$ cat config.mk
export PLATFORM = sky130hd
export DESIGN_NAME = bcc_frame_cnt
export DESIGN_NICKNAME = d
export VERILOG_FILES = /design/src/hdl/bcc_pkg.sv /design/src/hdl/bcc_frame_cnt.sv
export SDC_FILE = /design/constraint.sdc
export NUM_CORES = 1
export LEC_CHECK = 0
export ABC_AREA = 1
export BUFFER_PORTS_ARGS = -buffer_cell sky130_fd_sc_hd__buf_2
export CAP_MARGIN = 5
export CORE_ASPECT_RATIO = 0.6
export CORE_MARGIN = 2
export CORE_UTILIZATION = 33
export DETAILED_ROUTE_END_ITERATION = 10
export GPL_TIMING_DRIVEN = 0
export PLACE_DENSITY = 0.62
export SLEW_MARGIN = 10
export SYNTH_ARGS = -nofsm -noshare
export SYNTH_HDL_FRONTEND = slang
export SYNTH_SLANG_ARGS = --single-unit
$ cat constraint.sdc
create_clock -name clk -period 1.7 [get_ports clk]
set_clock_uncertainty 0.15 [all_clocks]
set_input_delay 0.34 -clock clk [delete_from_list [all_inputs] [get_ports clk]]
set_output_delay 0.34 -clock clk [all_outputs]
set_load 0.005 [all_outputs]
$ cat src/hdl/bcc_pkg.sv
`timescale 1ns / 1ps
// shared types, constants and crc matrix helper for the bitstream crc32 checker
// no dependencies; imported by every module of the block

package bcc_pkg;

  localparam int CRC_W   = 32;
  localparam int WIF_W   = 7;
  localparam int FRAME_W = 13;
  localparam int STAT_W  = 2;
  localparam int IDX_W   = 2;
  localparam int OUT_W   = 48;

  localparam logic [CRC_W-1:0]   CRC_POLY     = 32'hEDB8_8320;
  localparam logic [CRC_W-1:0]   CRC_INIT_RST = 32'hFFFF_FFFF;
  localparam logic [CRC_W-1:0]   CRC_XOR_RST  = 32'hFFFF_FFFF;
  localparam logic [CRC_W-1:0]   EXP_CRC_RST  = 32'h0000_0000;

  localparam logic [WIF_W-1:0]   FRAME_WORDS  = 7'd101;
  localparam logic [FRAME_W-1:0] MAX_FRAMES   = 13'd4096;

  // command carried in tuser
  localparam logic CMD_DATA   = 1'b0;
  localparam logic CMD_FINISH = 1'b1;

  // status codes
  localparam logic [STAT_W-1:0] ST_OK       = 2'd0;
  localparam logic [STAT_W-1:0] ST_EMPTY    = 2'd1;
  localparam logic [STAT_W-1:0] ST_MISMATCH = 2'd2;
  localparam logic [STAT_W-1:0] ST_TOO_MANY = 2'd3;

  // register indexes
  localparam logic [IDX_W-1:0] REG_CRC_INIT   = 2'd0;
  localparam logic [IDX_W-1:0] REG_CRC_XOROUT = 2'd1;
  localparam logic [IDX_W-1:0] REG_EXP_CRC    = 2'd2;

  typedef struct packed {
    logic step;     // one data beat processed
    logic restart;  // finish beat processed
  } frm_ctl_t;

  typedef struct packed {
    logic [FRAME_W-1:0] frame_total;
    logic               overflow;
  } frm_stat_t;

  // column of the 32-step crc shift matrix for input bit pos;
  // only ever called with constant arguments
  function automatic logic [CRC_W-1:0] crc_col(input int pos);
    logic [CRC_W-1:0] c;
    c = '0;
    c[pos] = 1'b1;
    for (int k = 0; k < CRC_W; k++) begin
      c = c[0] ? ((c >> 1) ^ CRC_POLY) : (c >> 1);
    end
    return c;
  endfunction

endpackage

$ cat src/hdl/bcc_frame_cnt.sv
`timescale 1ns / 1ps
// word-in-frame and complete-frame counters with saturation flag
// depends on bcc_pkg

module bcc_frame_cnt import bcc_pkg::*; (
  input  logic      clk,
  input  logic      rst_n,
  input  frm_ctl_t  ctl,
  output frm_stat_t stat
);

  logic [WIF_W-1:0]   wif_r,   wif_nxt;
  logic [FRAME_W-1:0] frames_r, frames_nxt;
  logic               ovf_r,   ovf_nxt;

  always_comb begin
    wif_nxt    = wif_r;
    frames_nxt = frames_r;
    ovf_nxt    = ovf_r;
    if (ctl.restart) begin
      wif_nxt    = '0;
      frames_nxt = '0;
      ovf_nxt    = 1'b0;
    end else if (ctl.step) begin
      if (wif_r == FRAME_WORDS - 7'd1) begin
        wif_nxt = '0;
        if (frames_r < MAX_FRAMES) begin
          frames_nxt = frames_r + 13'd1;
        end else begin
          ovf_nxt = 1'b1;
        end
      end else begin
        wif_nxt = wif_r + 7'd1;
      end
    end
  end

  always_ff @(posedge clk) begin
    if (!rst_n) begin
      wif_r    <= '0;
      frames_r <= '0;
      ovf_r    <= 1'b0;
    end else begin
      wif_r    <= wif_nxt;
      frames_r <= frames_nxt;
      ovf_r    <= ovf_nxt;
    end
  end

  assign stat.frame_total = frames_r;
  assign stat.overflow    = ovf_r;

endmodule

**Yosys cells after proc, flatten, opt, wreduce, memory -nomap -nowiden**

Index checks and enable logic that the tools add are counted.

- Output and inout bits: 14
- Flip-flop bits (word level): 21

- Equal/unequal tests: 1
- Bitwise gates (word level): 2
- Magnitude comparators: 1
- Reduce and logical (&&, ||, !) cells: 3
- Multiplexer cells: 1
- $add $sub $neg: 2

Operator list:

| cell | count |
|---|---|
| 13-bit by 1-bit adder with 13-bit output (second input constant) | 1 |
| 13-bit less-than comparator (second input constant) | 1 |
| 7-bit by 1-bit adder with 7-bit output (second input constant) | 1 |
| 7-bit equality test (second input constant) | 1 |
| 7-bit two-way mux | 1 |
| 3-bit AND reduction | 2 |
| 1-bit inverter | 2 |
| 2-bit OR reduction | 1 |

**Depth between registers and ports, before layout**

Gate-level depths: netlist of the first run.

- Word-level depth: 3
- Mapped depth: 10

**Least setup slack after synthesis of the first run**

Ideal clock, no wire load.

- Path type: flip-flop to flip-flop
- Start: register frames_r[1]
- End: register frames_r[10]
- Required time: 1.437 ns
- Buffers on the path: 0
- Arrival: 1.201 ns
- Stages on the path, launching flop included: 9
- Path slack: 0.236 ns
- Path through: dfxtp_1 ha_1 nand2_1 nor2_1 nand3_1 nor2_1 nand2_1 nand2_1 nor2_1

- Longest elaborated chain between the ends: 2

RTL lines:

| element | line | source |
|---|---|---|
| start, declared | bcc_frame_cnt.sv:13 | `logic [FRAME_W-1:0] frames_r, frames_nxt;` |
| start signal, assigned | bcc_frame_cnt.sv:45 | `frames_r <= frames_nxt;` |
| 13-bit less-than comparator | bcc_frame_cnt.sv:27 | `if (frames_r < MAX_FRAMES) begin` |
| 3-bit AND reduction (no line) | - |  |

Several ways; a longest one is shown, not always the timed one.
A chain may end at the register's enable or synchronous reset.

**Worst setup path in the final report of the first run**

- Start: register wif_r[1]
- End: register frames_r[5]

- Longest elaborated chain between the ends: 2

RTL lines:

| element | line | source |
|---|---|---|
| start, declared | bcc_frame_cnt.sv:12 | `logic [WIF_W-1:0] wif_r, wif_nxt;` |
| start signal, assigned | bcc_frame_cnt.sv:44 | `wif_r <= wif_nxt;` |
| 7-bit equality test | bcc_frame_cnt.sv:25 | `if (wif_r == FRAME_WORDS - 7'd1) begin` |
| 3-bit AND reduction (no line) | - |  |

No other way between the ends.

==> flow_metrics.tcl, run 1 <==
set metrics [dict create \
    start_util 0.339 \
    min_path_cells 3 \
    synthArstFlopShare 0 \
    vias 991 \
    antennaDiodeCount 0 \
    core_area_mm2 0.00320 \
    slowest_delay_ns 0.34 \
    path_class "reg -> reg" \
    end_kind "flop" \
    min_period_over_period 0.926 \
    track_usage 0.120 \
    tightest_slew_ns 0.506 \
    hold_viol 0 \
    syn_nets 166 \
    yosysUniqueCellTypes 26 \
    dp_slack_ns 0.0649 \
    slew_violations 0 \
    worstPathArrival_ns 1.59 \
    path_cells "inv_1, ha_1, inv_1, nor2_2, nand2_2, nor2_4, buf_6, nand3_1, nand2_1, nor2_1" \
    outcome "completed" \
    relSlewSlack 0.662 \
    first_iter_violations 83 \
    synth_top_cells_by_area "dfxtp_1, nand2_1, nor2_1" \
    die_area_mm2 0.00378 \
    drc 0 \
    die_w_um 78.0 \
    syn-mean-instance-area_um2 6.82 \
    layout-drive-gt1-share 0.209 \
    synth_edf_count 0 \
    grt_max_degree 14 \
    io_pins 18 \
    setup_ws_ns 0.126 \
    critPathMostFrequentCell "inv_1" \
    seqCellArea_um2 420 \
    ant_nets 0 \
    critPathSlowestCell "dfxtp_1" \
    critPathTopFamily "simple AND/OR/NAND/NOR gates" \
    required_ns 1.71 \
    hpwl_um 1720 \
    r2r_cells 10 \
    grt_first_pass_wirelength_um 3570 \
    grt_pass1_vias 778 \
    synth_top_area_frac 0.388 \
    hp-class "in -> reg" \
    viasPerCell 4.37 \
    syn2layout_area_growth_pct 19.8 \
    row_count 16 \
    cp_num_buf_inv 3 \
    synth_flop_cell "dfxtp_1" \
    antenna_found_initial 0 \
    placedInstanceArea_mm2 0.00123 \
    netlist_instances 159 \
    die_h_um 48.4 \
    ys_ff_latch 21 \
    cts_sinks 21 \
    dp_cells 221 \
    cts_root_buf "clkbuf_8" \
    firstDrtPassIters 4 \
    netlist_area_mm2 0.00108 \
    power_density_mw_per_mm2 667 \
    setup_viol 0 \
    cp_max_fo 5 \
    cap_violations 0 \
    clkTransAtPathRegs_ns 0.08 \
    yosys.area.top_type "dfxtp_1" \
    seq_area_frac_synth 0.388 \
    gp_congestion 0.876 \
    layoutNonFillerInstCount 227 \
    h-tree-depth 1 \
    finalInstanceArea_mm2 0.00130 \
    wl_um 2290 \
    fin_nets 190 \
    gr-total-overflow 0 \
    fmax_ghz 0.635 \
    cp_num_cells 10 \
    fillers 348 \
    holdWs_ns 0.210 \
    clk_latency_ns 0.26 \
    synth_most_common_cell "nand2_1" \
    synth_common_cells "nand2_1, nor2_1, dfxtp_1" \
    wire_per_inst_um 10.1 \
    cts_buffers 3 \
    yosys_warnings 0 \
    fin_crit_ns 1.57 \
    p_leak_uw 0.000485 \
    critPathLaunchType "flop" \
    clockBufferDepth 2 \
    cts_tree "yes" \
    utilization 0.406 \
    io_buffers 17 \
    ir_drop_mv 0.422 \
    multi_input_area_um2 573 \
]
[flip-flops by register name, indices dropped and copies added, names as in the netlist]
name,cells
frames_r,13
ovf_r,1
wif_r,7
[layout make-up]
cell class	instances	area share
clock inverters	1	0.00577
repair buffers	19	0.0770
inverters	18	0.0520
plain buffers	4	0.0260
multi-input cells	116	0.441
flip-flops and latches	21	0.323
clock buffers	3	0.0318
well taps	45	0.0433
[cell usage in the layout (no fill, tap or decap), drive strengths merged]
cell | Yosys | final
nand3 | 13 | 13
buf | 3 | 22
o21a | 1 | 1
clkbuf | 1 | 4
nor3 | 3 | 3
a211oi | 1 | 1
nand4 | 2 | 2
o21ai | 5 | 5
inv | 18 | 18
ha | 3 | 3
nor3b | 1 | 1
nand2 | 38 | 38
xor2 | 1 | 1
dfxtp | 21 | 21
o21bai | 2 | 2
nor2 | 36 | 36
clkinvlp | 0 | 1
a21oi | 10 | 10
[metrics by stage]
stage | TNS, ns | total power (uW)
final | 0 | 867
after CTS | 0 | 877
after detailed placement | 0 | 537
after floorplan | 0 | 526
after global placement | 0 | 537
after global routing | -0.0104 | 905
[timing repair]
item / 4_1_cts / 5_1_grt
buffers inserted: 0 / 1
gates resized for setup: 0 / 5
hold buffers: 0 / 0
endpoints found under the hold margin: 0 / 0
endpoints found under the setup margin: 0 / 12
[layer usage]
layer  share of wire  GRT usage  up-vias
met1            0.59      0.197      410
met5               0          0        -
met4          0.0061     0.0380        0
li1                -          -      549
met3           0.076     0.0429        2
met2            0.33      0.135       30
[worst paths after layout]
path,end,slack [ns],startpoint
worst min-delay path,wif_r[0],0.21,ctl[1]
worst max register to register,frames_r[5],0.13,wif_r[1]
worst min register to register,ovf_r,0.32,ovf_r
worst max-delay path,frames_r[5],0.13,wif_r[1]
[cell families (layout without fill, tap and decap cells)]
family / after synthesis / after routing / synth area share
XOR/XNOR: 1 / 1 / 0.00808
AND/OR/NAND/NOR: 93 / 93 / 0.369
AO/OA/AOI/OAI: 19 / 19 / 0.107
flip-flops: 21 / 21 / 0.388
adder cells (fa/ha/maj): 3 / 3 / 0.0346
buffers and inverters: 22 / 45 / 0.0934
[worst register-to-register path: stages, from the launching register on]
cell	delay, ns
dfxtp_1	0.34
inv_1	0.08
ha_1	0.13
inv_1	0.04
nor2_2	0.12
nand2_2	0.10
nor2_4	0.18
buf_6	0.14
nand3_1	0.07
nand2_1	0.08
nor2_1	0.04
[power breakdown]
part           internal [uW]  leakage, uW  switching, uW
clock network            166    0.0000217            176
logic                   9.90     0.000294           20.6
registers                493     0.000169           1.84
Power figures use the tool's default switching activity.
==> inputs of run 2 (changes only) <==
--- a/config.mk
+++ b/config.mk
@@ -13,7 +13,7 @@
 export CORE_UTILIZATION = 33
 export DETAILED_ROUTE_END_ITERATION = 10
 export GPL_TIMING_DRIVEN = 0
-export PLACE_DENSITY = 0.62
+export PLACE_DENSITY = 0.63
 export SLEW_MARGIN = 10
 export SYNTH_ARGS = -nofsm -noshare
 export SYNTH_HDL_FRONTEND = slang
==> run 2 against run 1 <==
Register-to-register slack gained 0.02 ns. Largest cell class unchanged. Critical path type unchanged. Highest routed layer unchanged. Critical endpoint is now frames_r[7]. Flip-flop and latch count is the same. Sequential power about the same.
==> flow_metrics.tcl, run 2 (synthesized netlist as in run 1, its figures left out) <==
set metrics [dict create \
    outcome "completed" \
    first_iter_violations 70 \
    grt_pass1_vias 830 \
    critPathSlowestCell "dfxtp_1" \
    die_area_mm2 0.00378 \
    largest_reg_flops 13 \
    tightest_slew_ns 0.481 \
    wl_um 2300 \
    wire_per_inst_um 10.2 \
    start_util 0.339 \
    die_h_um 48.4 \
    ant_nets 0 \
    hpwl_um 1750 \
    antennaDiodeCount 0 \
    h-tree-depth 1 \
    cp_max_fo 5 \
    fmax_ghz 0.643 \
    cts_tree "yes" \
    fin_crit_ns 1.56 \
    grt_max_degree 13 \
    setup_ws_ns 0.145 \
    track_usage 0.129 \
    drc 0 \
    grt_setup_unrepaired "no" \
    fin_nets 189 \
    cts_hold_buffers 0 \
    cts_buffers 3 \
    holdWs_ns 0.227 \
    p_leak_uw 0.000485 \
    path_cells "inv_2, ha_1, inv_1, nor2_2, nand2_2, nor2_4, buf_4, nand3_2, a21oi_2" \
    setup_tns_ns 0 \
    io_pins 18 \
    slew_violations 0 \
    slowest_delay_ns 0.34 \
    cap_violations 0 \
    dp_slack_ns 0.0857 \
    core_area_mm2 0.00320 \
    path_class "reg -> reg" \
    viasPerCell 4.37 \
    end_kind "flop" \
    vias 987 \
    row_count 16 \
    required_ns 1.75 \
    grt_first_pass_wirelength_um 3810 \
    power_density_mw_per_mm2 660 \
    layout-drive-gt1-share 0.204 \
    top_register "frames_r" \
    clockBufferDepth 2 \
    min_period_over_period 0.915 \
    mostFrequentLayoutCells "nand2_1, nor2_1, dfxtp_1" \
    relSlewSlack 0.680 \
    io_buffers 17 \
    clk_latency_ns 0.26 \
    gr-total-overflow 0 \
    hold_viol 0 \
    firstDrtPassIters 4 \
    clkTransAtPathRegs_ns 0.08 \
    worstPathArrival_ns 1.61 \
    die_w_um 78.0 \
    cts_root_buf "clkbuf_8" \
    antenna_found_initial 0 \
    post-cts-setup-buffers 0 \
    gp_congestion 0.832 \
    ir_drop_mv 0.491 \
    p_total_uw 851 \
    cp_num_buf_inv 3 \
    cts_sinks 21 \
    top_regs "frames_r (13), wif_r (7), ovf_r (1)" \
    setup_viol 0 \
    hp-class "in -> reg" \
    final_common_cell "nand2_1" \
    syn2layout_area_growth_pct 18.9 \
    critPathLaunchType "flop" \
    critPathTopFamily "simple AND/OR/NAND/NOR gates" \
]
==> run 2: worst paths after layout <==
kind                            cells after the start           to  slack, ns  startpoint
worst max-delay path                                9  frames_r[7]       0.14    wif_r[0]
worst min-delay path                                3     wif_r[0]       0.23      ctl[1]
worst max register to register                      9  frames_r[7]       0.14    wif_r[0]
worst min register to register                      1        ovf_r       0.32       ovf_r
==> run 2: through the flow <==
step | utilization | instance area, um^2 | cells
after floorplan | - | 1080 | 159
after global placement | 0.383 | 1230 | 221
after detailed placement | 0.383 | 1230 | 221
after CTS | 0.397 | 1270 | 225
after global routing | 0.403 | 1290 | 226
final | 0.403 | 1290 | 226
==> run 2: timing repair <==
action,in CTS,in global routing
setup endpoints to repair,0,10
resized for setup,0,6
endpoints found under the hold margin,0,0
==> run 2: area by class of cell <==
type / count / area, um^2
fillers: 342 / 1910
inverters: 18 / 67.6
plain buffers: 4 / 33.8
clock inverters: 1 / 5.00
clock buffers: 3 / 41.3
flip-flops and latches: 21 / 420
repair buffers: 18 / 92.6
multi-input cells: 116 / 573
well taps: 45 / 56.3
==> run 2: tightest hold or removal path: stages <==
cell,delay [ns]
buf_2,0.13
nand2_1,0.06
a21oi_1,0.06
==> run 2: power by group <==
group,total [uW],switching [uW],internal (uW)
Sequential,495,1.98,493
Clock,326,162,163
Combinational,30.3,20.4,9.98
Total,851,185,666
==> run 2: metal layers <==
layer  track usage  share of wire  up-vias
met1         0.197           0.58      407
met2         0.162           0.35       26
li1              -              -      552
met3        0.0504          0.063        2
met5             0              0        -
met4        0.0439          0.012        0
